### src/rtl/hvld_pkg.sv
// Shared types, constants and bit-mapping functions for the Hamming decoder.
package hvld_pkg;

  localparam int CODE_BITS = 64;
  localparam int LEN_W     = 7;
  localparam int SYN_W     = 7;
  localparam int DATA_W    = 57;
  localparam int SHAMT_W   = 6;

  typedef enum logic [1:0] {
    STAT_OK        = 2'd0,
    STAT_CORRECTED = 2'd1,
    STAT_REJECTED  = 2'd2
  } status_t;

  // Stage 2 -> stage 3: masked word with its syndrome
  typedef struct packed {
    logic                 vld;
    logic [CODE_BITS-1:0] word;
    logic [LEN_W-1:0]     len;
    logic [SHAMT_W-1:0]   dlen;
    logic [SYN_W-1:0]     syn;
  } syn_stage_t;

  // Stage 3 -> stage 4: compacted data (bit-reversed) and alignment shift
  typedef struct packed {
    logic                 vld;
    logic [DATA_W-1:0]    data_rev;
    logic [SHAMT_W-1:0]   shamt;
    status_t              status;
    logic [SYN_W-1:0]     syn;
  } fix_stage_t;

  function automatic logic is_pow2(int v);
    return (v != 0) && ((v & (v - 1)) == 0);
  endfunction

  // Positions p (1-based) whose index has bit b set
  function automatic logic [CODE_BITS-1:0] cover_mask(int b);
    logic [CODE_BITS-1:0] m;
    m = '0;
    for (int p = 1; p <= CODE_BITS; p++) begin
      m[p-1] = ((p >> b) & 1) != 0;
    end
    return m;
  endfunction

  // Number of powers of two not above n
  function automatic logic [LEN_W-1:0] parity_count(logic [LEN_W-1:0] n);
    logic [LEN_W-1:0] cnt;
    cnt = '0;
    for (int i = 0; i < LEN_W; i++) begin
      if (n >= LEN_W'(1 << i)) begin
        cnt = cnt + LEN_W'(1);
      end
    end
    return cnt;
  endfunction

  // Fixed wiring: idx-th data position lands at bit DATA_W-1-idx
  function automatic logic [DATA_W-1:0] compact_rev(logic [CODE_BITS-1:0] w);
    logic [DATA_W-1:0] d;
    int                idx;
    d   = '0;
    idx = 0;
    for (int p = 1; p <= CODE_BITS; p++) begin
      if (!is_pow2(p)) begin
        d[DATA_W-1-idx] = w[p-1];
        idx++;
      end
    end
    return d;
  endfunction

endpackage

### src/rtl/hvld_front.sv
// Stages 1-2: length clamp, word masking, data count and syndrome.
module hvld_front (
  input  logic                           clk,
  input  logic                           rst_n,
  input  logic                           in_valid,
  input  logic [hvld_pkg::CODE_BITS-1:0] codeword,
  input  logic [hvld_pkg::LEN_W-1:0]     code_length,
  output hvld_pkg::syn_stage_t           s2
);
  import hvld_pkg::*;

  logic [LEN_W-1:0]     n_sat;
  logic [CODE_BITS-1:0] len_mask;
  logic [LEN_W-1:0]     dlen_full;
  logic [SYN_W-1:0]     syn_c;

  logic                 s1_vld_r;
  logic [CODE_BITS-1:0] s1_word_r;
  logic [LEN_W-1:0]     s1_len_r;
  logic [SHAMT_W-1:0]   s1_dlen_r;

  logic                 s2_vld_r;
  logic [CODE_BITS-1:0] s2_word_r;
  logic [LEN_W-1:0]     s2_len_r;
  logic [SHAMT_W-1:0]   s2_dlen_r;
  logic [SYN_W-1:0]     s2_syn_r;

  always_comb begin
    n_sat = (code_length > LEN_W'(CODE_BITS)) ? LEN_W'(CODE_BITS) : code_length;
    if (n_sat == LEN_W'(CODE_BITS)) begin
      len_mask = '1;
    end else begin
      len_mask = (CODE_BITS'(1) << n_sat[SHAMT_W-1:0]) - CODE_BITS'(1);
    end
    dlen_full = n_sat - parity_count(n_sat);
  end

  // syndrome bit b = parity over positions covered by 2^b
  always_comb begin
    for (int b = 0; b < SYN_W; b++) begin
      syn_c[b] = ^(s1_word_r & cover_mask(b));
    end
  end

  always_ff @(posedge clk) begin
    if (!rst_n) begin
      s1_vld_r <= 1'b0;
      s2_vld_r <= 1'b0;
    end else begin
      s1_vld_r <= in_valid;
      s2_vld_r <= s1_vld_r;
    end
  end

  always_ff @(posedge clk) begin
    s1_word_r <= codeword & len_mask;
    s1_len_r  <= n_sat;
    s1_dlen_r <= dlen_full[SHAMT_W-1:0];
    s2_word_r <= s1_word_r;
    s2_len_r  <= s1_len_r;
    s2_dlen_r <= s1_dlen_r;
    s2_syn_r  <= syn_c;
  end

  assign s2.vld  = s2_vld_r;
  assign s2.word = s2_word_r;
  assign s2.len  = s2_len_r;
  assign s2.dlen = s2_dlen_r;
  assign s2.syn  = s2_syn_r;

endmodule

### src/rtl/hvld_fix.sv
// Stage 3: single-bit correction, status and data-position compaction.
module hvld_fix (
  input  logic                 clk,
  input  logic                 rst_n,
  input  logic                 correct_en,
  input  hvld_pkg::syn_stage_t s2,
  output hvld_pkg::fix_stage_t s3
);
  import hvld_pkg::*;

  logic                 has_err;
  logic                 do_flip;
  logic [SHAMT_W-1:0]   flip_pos;
  logic [CODE_BITS-1:0] word_fix;
  status_t              status_c;
  logic [DATA_W-1:0]    data_rev_c;

  logic                 vld_r;
  logic [DATA_W-1:0]    data_rev_r;
  logic [SHAMT_W-1:0]   shamt_r;
  status_t              status_r;
  logic [SYN_W-1:0]     syn_r;

  always_comb begin
    has_err  = (s2.syn != '0);
    // syndrome past the length leaves the word alone
    do_flip  = has_err && correct_en && (s2.syn <= s2.len);
    flip_pos = SHAMT_W'(s2.syn - SYN_W'(1));
    word_fix = s2.word ^ (do_flip ? (CODE_BITS'(1) << flip_pos) : '0);
    priority if (!has_err) begin
      status_c = STAT_OK;
    end else if (correct_en) begin
      status_c = STAT_CORRECTED;
    end else begin
      status_c = STAT_REJECTED;
    end
    data_rev_c = (status_c == STAT_REJECTED) ? '0 : compact_rev(word_fix);
  end

  always_ff @(posedge clk) begin
    if (!rst_n) begin
      vld_r <= 1'b0;
    end else begin
      vld_r <= s2.vld;
    end
  end

  always_ff @(posedge clk) begin
    data_rev_r <= data_rev_c;
    shamt_r    <= SHAMT_W'(DATA_W) - s2.dlen;
    status_r   <= status_c;
    syn_r      <= s2.syn;
  end

  assign s3.vld      = vld_r;
  assign s3.data_rev = data_rev_r;
  assign s3.shamt    = shamt_r;
  assign s3.status   = status_r;
  assign s3.syn      = syn_r;

endmodule

### src/rtl/hvld_pack.sv
// Stage 4: right-align the m data bits and register the result item.
module hvld_pack (
  input  logic                        clk,
  input  logic                        rst_n,
  input  hvld_pkg::fix_stage_t        s3,
  output logic                        out_valid,
  output logic [hvld_pkg::DATA_W-1:0] data_word,
  output logic [1:0]                  status,
  output logic [hvld_pkg::SYN_W-1:0]  syndrome_value
);
  import hvld_pkg::*;

  logic                 vld_r;
  logic [DATA_W-1:0]    data_r;
  status_t              status_r;
  logic [SYN_W-1:0]     syn_r;

  always_ff @(posedge clk) begin
    if (!rst_n) begin
      vld_r <= 1'b0;
    end else begin
      vld_r <= s3.vld;
    end
  end

  always_ff @(posedge clk) begin
    data_r   <= s3.data_rev >> s3.shamt;
    status_r <= s3.status;
    syn_r    <= s3.syn;
  end

  assign out_valid      = vld_r;
  assign data_word      = data_r;
  assign status         = status_r;
  assign syndrome_value = syn_r;

endmodule

### src/rtl/hamming_variable_length_decoder.sv
// Top level: variable-length Hamming SEC decoder, four-stage pipeline.
// An accepted item is registered through stages 1, 2, 3 and 4 in turn before its out_valid strobe.
// Throughput: one item per cycle; busy is always low since the four register stages
// each pass one item per clock and the receiver takes every result.
// Reset (rst_n low, synchronous): pipeline valid bits clear, correct_enable returns to 1.
module hamming_variable_length_decoder (
  input  logic                           clk,
  input  logic                           rst_n,
  // input channel
  input  logic                           start,
  output logic                           busy,
  input  logic [hvld_pkg::CODE_BITS-1:0] in_codeword,
  input  logic [hvld_pkg::LEN_W-1:0]     in_code_length,
  // configuration: correct_enable
  input  logic                           cfg_we,
  input  logic                           cfg_wdata,
  // result channel, one-cycle strobe
  output logic                           out_valid,
  output logic [hvld_pkg::DATA_W-1:0]    out_data_word,
  output logic [1:0]                     out_status,
  output logic [hvld_pkg::SYN_W-1:0]     out_syndrome_value
);
  import hvld_pkg::*;

  logic       correct_en_r;
  logic       in_valid;
  syn_stage_t s2;
  fix_stage_t s3;

  // Every stage advances each clock, so the front end never pushes back.
  assign busy     = 1'b0;
  assign in_valid = start && !busy;

  // correct_enable: 1 fixes the syndrome-named bit, 0 rejects bad words
  always_ff @(posedge clk) begin
    if (!rst_n) begin
      correct_en_r <= 1'b1;
    end else if (cfg_we) begin
      correct_en_r <= cfg_wdata;
    end
  end

  // Stages 1-2: clamp n to 64, drop bits past n, count data bits,
  // then fold the word into a 7-bit syndrome (XOR of set positions).
  hvld_front u_front (
    .clk         (clk),
    .rst_n       (rst_n),
    .in_valid    (in_valid),
    .codeword    (in_codeword),
    .code_length (in_code_length),
    .s2          (s2)
  );

  // Stage 3: flip the named bit when allowed and in range, pick status,
  // gather the non-power-of-two positions into a reversed data vector.
  hvld_fix u_fix (
    .clk        (clk),
    .rst_n      (rst_n),
    .correct_en (correct_en_r),
    .s2         (s2),
    .s3         (s3)
  );

  // Stage 4: shift right by 57-m so the first data position sits at bit m-1.
  hvld_pack u_pack (
    .clk            (clk),
    .rst_n          (rst_n),
    .s3             (s3),
    .out_valid      (out_valid),
    .data_word      (out_data_word),
    .status         (out_status),
    .syndrome_value (out_syndrome_value)
  );

endmodule
### config.mk
export PLATFORM = sky130hd
export DESIGN_NAME = hamming_variable_length_decoder
export DESIGN_NICKNAME = d
export VERILOG_FILES = /design/src/rtl/hvld_pkg.sv /design/src/rtl/hvld_front.sv /design/src/rtl/hvld_fix.sv /design/src/rtl/hvld_pack.sv /design/src/rtl/hamming_variable_length_decoder.sv
export SDC_FILE = /design/constraint.sdc
export NUM_CORES = 1
export LEC_CHECK = 0
export ABC_AREA = 1
export BUFFER_PORTS_ARGS = -buffer_cell sky130_fd_sc_hd__buf_2
export CAP_MARGIN = 5
export CORE_MARGIN = 2
export CORE_UTILIZATION = 50
export DETAILED_ROUTE_END_ITERATION = 6
export PLACE_DENSITY = 0.72
export RECOVER_POWER = 100
export SETUP_SLACK_MARGIN = 0.2
export SLEW_MARGIN = 15
export SYNTH_ARGS = -nofsm -noshare
export SYNTH_HDL_FRONTEND = slang
export SYNTH_SLANG_ARGS = --single-unit
### constraint.sdc
create_clock -name clk -period 6.1 [get_ports clk]
set_input_delay 0.61 -clock clk [delete_from_list [all_inputs] [get_ports clk]]
set_output_delay 0.61 -clock clk [all_outputs]
set_load 0.02 [all_outputs]
; ---- Word-level counts from Yosys, hierarchy flattened
; Cells that the tools add are included.
[classes]
n_reduce_logical = 10
magnitude_cmp = 9
n_shift = 3
add_sub_neg = 10
n_eq_ne = 2
n_mul = 0
div = 0
n_bitwise = 2
n_mux = 12
[op_table]
columns = op, n
row1 = 64-bit XOR reduction, 7
row2 = 64-bit bitwise AND, 1
row3 = 64-bit two-way mux, 1
row4 = 1-bit by 6-bit left shift with 64-bit output (first input constant), 1
row5 = 64-bit by 2-bit subtractor with 64-bit output (second input constant), 1
row6 = 63-bit two-way mux, 1
row7 = 1-bit by 6-bit left shift with 63-bit output (first input constant), 1
row8 = 63-bit bitwise XOR, 1
row9 = 57-bit by 6-bit right shift with 57-bit output, 1
row10 = 6-bit two-way mux, 5
row11 = 6-bit by 1-bit adder with 6-bit output (second input constant), 4
row12 = 7-bit == test (second input constant), 1
row13 = 7-bit by 1-bit greater-or-equal comparator with 1-bit output (second input constant), 1
row14 = 7-bit by 2-bit greater-or-equal comparator with 1-bit output (second input constant), 1
row15 = 7-bit by 3-bit greater-or-equal comparator with 1-bit output (second input constant), 1
row16 = 7-bit by 4-bit greater-or-equal comparator with 1-bit output (second input constant), 1
row17 = 7-bit by 5-bit greater-or-equal comparator with 1-bit output (second input constant), 1
row18 = 7-bit by 6-bit greater-or-equal comparator with 1-bit output (second input constant), 1
row19 = 7-bit greater-or-equal comparator (second input constant), 1
row20 = 7-bit > comparator (second input constant), 1
row21 = 7-bit less-or-equal comparator, 1
row22 = 7-bit two-way mux, 1
row23 = 7-bit nonzero test, 1
row24 = 2-bit two-way mux, 3
row25 = 8 further kinds, 9
[word_totals]
register_bits = 303
wordCells = 67
ram_bits = 0
latch_bits = 0
input_bits = 76
mem_bits_ro = 0
memories = 0

; ---- Longest topological paths before layout
[logic_depth]
ltp_word = 17
mapped_depth = 32
mapped_depth_nobuf = 32

; ---- Hierarchy
; From an unflattened synthesis, not the netlist that was laid out.
[unflattened]
cells_unflattened = 2510
hier_area_um2 = 16922.5
[by_module_without_submodules]
columns = module, area_per_inst_um2, instances, cells_per_inst
row1 = hvld_front, 7920.1, 1, 1015
row2 = hvld_pack, 4874.7, 1, 848
row3 = hvld_fix, 4072.7, 1, 640
row4 = hamming_variable_length_decoder, 55.1, 1, 7

; ---- Least setup slack after synthesis
; Ideal clock, no wire load.
[synth_timing]
kind = input port to flip-flop
start = input in_code_length[6] in the netlist's numbering
end = register u_front.s1_dlen_r[5]
arrival_time_ns = 4.533
t_required_ns = 5.988
setup_ns = 0.112
stages = 27
setup_slack_ns = 1.455
path_cell_list = buf_6 -> nor2_1 -> nand3_1 -> nor2_1 -> ha_1 -> xor2_1 -> ha_1 -> nand2_1 -> nand2_1 -> ha_1 -> nand2_1 -> nand2_1 -> ha_1 -> or2_2 -> nand2_1 -> inv_1 -> ha_1 -> nand2_1 -> inv_1 -> xor2_1 -> ha_1 -> nand4_1 -> nand2_1 -> a21oi_1 -> nand2_1 -> nand2_1 -> nand2_1
[synth_via]
elab_chain_cells = 17
[synth_lines]
columns = element, line_no
row1 = start: declaration, hamming_variable_length_decoder.sv:13  ; input logic [hvld_pkg::LEN_W-1:0] in_code_length,
row2 = 7-bit > comparator, hvld_front.sv:29  ; n_sat = (code_length > LEN_W'(CODE_BITS)) ? LEN_W'(CODE_BITS) : code_length;
row3 = 7-bit two-way mux (*), hvld_front.sv:29
row4 = 7-bit by 1-bit greater-or-equal comparator with 1-bit output, hvld_pkg.sv:53  ; if (n >= LEN_W'(1 << i)) begin
row5 = 1-bit two-way mux, hvld_pkg.sv:53
row6 = 1-bit by 1-bit adder with 2-bit output, hvld_pkg.sv:54  ; cnt = cnt + LEN_W'(1);
row7 = 2-bit two-way mux, hvld_pkg.sv:53
row8 = 2-bit by 1-bit adder with 3-bit output, hvld_pkg.sv:54
row9 = 6-bit two-way mux, hvld_pkg.sv:53
row10 = (+2 left out), --
row11 = 6-bit by 1-bit adder with 6-bit output, hvld_pkg.sv:54
row12 = 6-bit two-way mux, hvld_pkg.sv:53
row13 = 6-bit by 1-bit adder with 6-bit output, hvld_pkg.sv:54
row14 = 6-bit two-way mux, hvld_pkg.sv:53
row15 = 6-bit by 1-bit adder with 6-bit output, hvld_pkg.sv:54
row16 = 6-bit two-way mux, hvld_pkg.sv:53
row17 = 6-bit subtractor (*), hvld_front.sv:35  ; dlen_full = n_sat - parity_count(n_sat);
row18 = named net u_front.dlen_full[5], hvld_front.sv:14  ; logic [LEN_W-1:0] dlen_full;
row19 = end signal: assignment, hvld_front.sv:58  ; s1_dlen_r <= dlen_full[SHAMT_W-1:0];
row20 = end: declaration, hvld_front.sv:20  ; logic [SHAMT_W-1:0] s1_dlen_r;
; Mark *: on every way through the listed nets, which the timed path passes. The rest lies on a longest branch.
; A chain may end at the register's enable or synchronous reset.

; ---- Worst setup path after layout
; Ends and elaborated chain as after synthesis.

==> impl_metrics.toml <==
[power_and_ir_drop]
switching_power_mw = 3.27
fin_total_pwr_mw = 7.85
switching_share_pct = 41.7
p_comb_share_pct = 43.5
clockPowerShare_pct = 23.9
ir_worst_vdd_mv = 0.243
p_seq_share_pct = 32.6
p_int_mw = 4.57
power_density_nw_per_um2 = 457
power.leakage_nw = 8.10

[global_route]
antenna_found_initial = 0
grt_max_degree = 62
track_usage_pct = 26.1
grt_pass1_wl_mm = 68.9
grt_pass1_vias = 13200
grt.overflow.total = 0

[clocking]
post_cts_buffers = 0
cts_root_buf = "clkbuf_16"
cts_resized = 0
insertion_delay_ns = 0.55
clockBufferDepth = 3
clock_sinks = 297
htreeDepth = 1
clkSlewWorstSetupHoldPaths_ns = 0.06
cts-buffers-inserted = 29
cts_tree = "done"
ctsHoldBuffers = 0

[hold_path]
hold_class = "in -> reg"

[detailed_routing]
vias_per_cell = 5.26
num_vias = 14100
drcViolationCount = 0
wirelength_mm = 43.4
antenna_left = 0
drtIter0Drc = 1022
drt_first_pass_iters = 6
post_drt_wl_per_cell_um = 16.2

[worst_setup_path]
arrival_ns = 5.67
worstSetupPathType = "in -> reg"
cp_slowest_cell = "clkbuf_1"
startpoint_type = "input pin"
crit_path_max_incr_delay_ns = 0.40
cp_max_fo = 16
cp_common_cell = "nand2_1"
required_ns = 6.55
end_kind = "flip-flop"

[finish]
diodes = 0
fin_nets = 2352
syn_to_final_growth_pct = 10.9
stdcell_area_sq_um = 17200
drive_above_1_share_pct = 8.17

[sta]
min_period_ns = 5.22
slew_violations = 232
slew_headroom_pct = -51.3
final_hold_viol_count = 0
worst_slew_pin_slew_ns = 2.27
timing.final.crit_share_pct = 85.5
setup_tns_ns = 0
max_freq_ghz = 0.192
final.setup.worst_slack_ns = 0.884
setup_viol = 0
skew_ns = 0.00992
rsz0062_at_grt = "false"

[floorplanning]
start_util_pct = 50.7
io_pins = 144
die_w_um = 180
core_sq_um = 30600
fp-row-count = 64
die-height_um = 180
dieArea_sq_um = 32400

[synth]
ys_ff_latch = 297
async_reset_ff_share_pct = 0
ys_seq_area_share_pct = 38.4
syn_area_per_cell_sq_um = 7.11
synth_nets = 2275
synth_edf_count = 0
syn_area_sq_um = 15500
yosysWarnings = 0
ys.flop_type = "dfxtp_1"
yosysUniqueCellTypes = 55
synthCells = 2179

[outcome]
violations = "max-capacitance violations, max-slew violations"
status = "finished with violations"

[run]
drv_cap = 5

[place]
pre_cts_ws_ns = 0.675
placed_cell_area_sq_um = 16300
port_buffers = 142
dp_hpwl_mm = 34.2
gp_congestion = 0.994
==> power groups by stage <==
stage	Clock (mW)	Combinational, mW	Sequential, mW
after floorplan	0	2.39	2.73
after global placement	0	3.40	2.58
after detailed placement	0	3.43	2.59
after CTS	1.90	3.45	2.55
after global routing	1.99	3.80	2.60
final	1.87	3.42	2.56
==> final cells by class <==
cell class / count / area, sq um
fillers: 3053 / 13400
multi-input cells: 1593 / 8330
flip-flops and latches: 297 / 5950
clock buffers: 40 / 817
repair buffers: 158 / 723
inverters: 177 / 666
well taps: 396 / 495
clock inverters: 12 / 204
==> worst max-delay path: cells and delay by family <==
kind | cells | cell delay (ns)
simple gates | 15 | 1.95
fa+ha+maj | 6 | 1.78
buf+inv | 4 | 0.78
xor+xnor | 2 | 0.36
compound gates | 1 | 0.17
==> through the flow <==
stage	instances	util (%)	hold slack (ns)
detailed placement	2621	53.4	0.312
finish	2673	56.2	0.235
global route	2673	56.2	0.231
floorplan	2179	-	0.310
global placement	2621	53.4	0.312
CTS	2673	56.8	0.223
==> sequential cells by signal, summed over array words and instances (netlist names), 57 cells and up <==
name / cells
u_pack.data_word: 57
u_fix.data_rev_r: 57
u_front.s2_word_r: 57
u_front.s1_word_r: 64
==> per-layer routing <==
metal  track usage (%)  vias to the layer above  routed length, um
met4              13.5                        0               2550
met3              3.72                      138               2660
li1                  -                     7215                  -
met1              32.7                     6179              18600
met5                 0                        -                  0
met2              43.7                      535              19600
==> synth_stat cells (5+ instances only) <==
| cell | instances | share of area, % |
|---|---|---|
| o211ai_1 | 19 | 0.92 |
| xor2_1 | 62 | 3.5 |
| nor2_2 | 12 | 0.48 |
| nand4_1 | 33 | 1.3 |
| inv_2 | 9 | 0.22 |
| or2_2 | 28 | 1.1 |
| mux2i_1 | 27 | 1.7 |
| a31oi_1 | 12 | 0.48 |
| xnor2_1 | 102 | 5.8 |
| nor2_1 | 203 | 4.9 |
| ha_1 | 20 | 1.6 |
| buf_6 | 5 | 0.36 |
| buf_1 | 18 | 0.44 |
| dfxtp_1 | 297 | 38 |
| o21ai_0 | 165 | 5.3 |
| nand2_1 | 523 | 13 |
| nor3_1 | 32 | 1.0 |
| nor3_2 | 6 | 0.39 |
| a21boi_0 | 17 | 0.82 |
| nand3_1 | 206 | 6.7 |
| nor4_1 | 6 | 0.24 |
| a21oi_1 | 55 | 1.8 |
| or3_1 | 8 | 0.32 |
| clkbuf_1 | 65 | 1.6 |
| buf_2 | 22 | 0.71 |
| inv_1 | 166 | 4.0 |
| a21boi_1 | 10 | 0.48 |
==> cell families after synthesis <==
group / share of synthesized area [%]
compound gates: 11.1
mux: 1.74
simple gates: 30.4
xor+xnor: 9.27
other cells: 0.0242
fa+ha+maj: 1.62
flops: 38.4
buf+inv: 7.49
==> final timing paths <==
kind | slack, ns | end | startpoint | cells after the start
worst max-delay path | 0.88 | u_front.s1_dlen_r[5] | in_code_length[6] | 28
worst min-delay path | 0.24 | u_front.s1_vld_r | start | 3
worst max register to register | 1.46 | u_fix.data_rev_r[31] | u_front.s2_syn_r[4] | 12
worst min register to register | 0.33 | u_front.s2_dlen_r[0] | u_front.s1_dlen_r[0] | 0
==> layout by cell type (no fill, tap or decap), types with 3 or more instances in the layout <==
master      instances
a31oi_1            12
a21boi_0           25
inv_1             168
nand4_1            33
xor2_1             62
clkbuf_1           80
ha_1               20
o31ai_1             3
o32ai_1             3
o21ai_0           169
nand3_1           207
o21bai_1            4
nor2_1            212
o211ai_1           19
a21oi_1            54
buf_4              10
xnor2_1           102
or2_2              28
and3_1              3
nor4_1              6
inv_2               7
mux2i_1            27
dfxtp_1           296
buf_2              74
nor3_2              5
clkinvlp_4          3
nor3_1             33
nor2_2              7
or3_1               8
o21a_1              4
bufinv_16           5
clkbuf_8            5
nand2_1           524
clkbuf_16          29
Note: power is estimated with default switching activity, not from simulation.
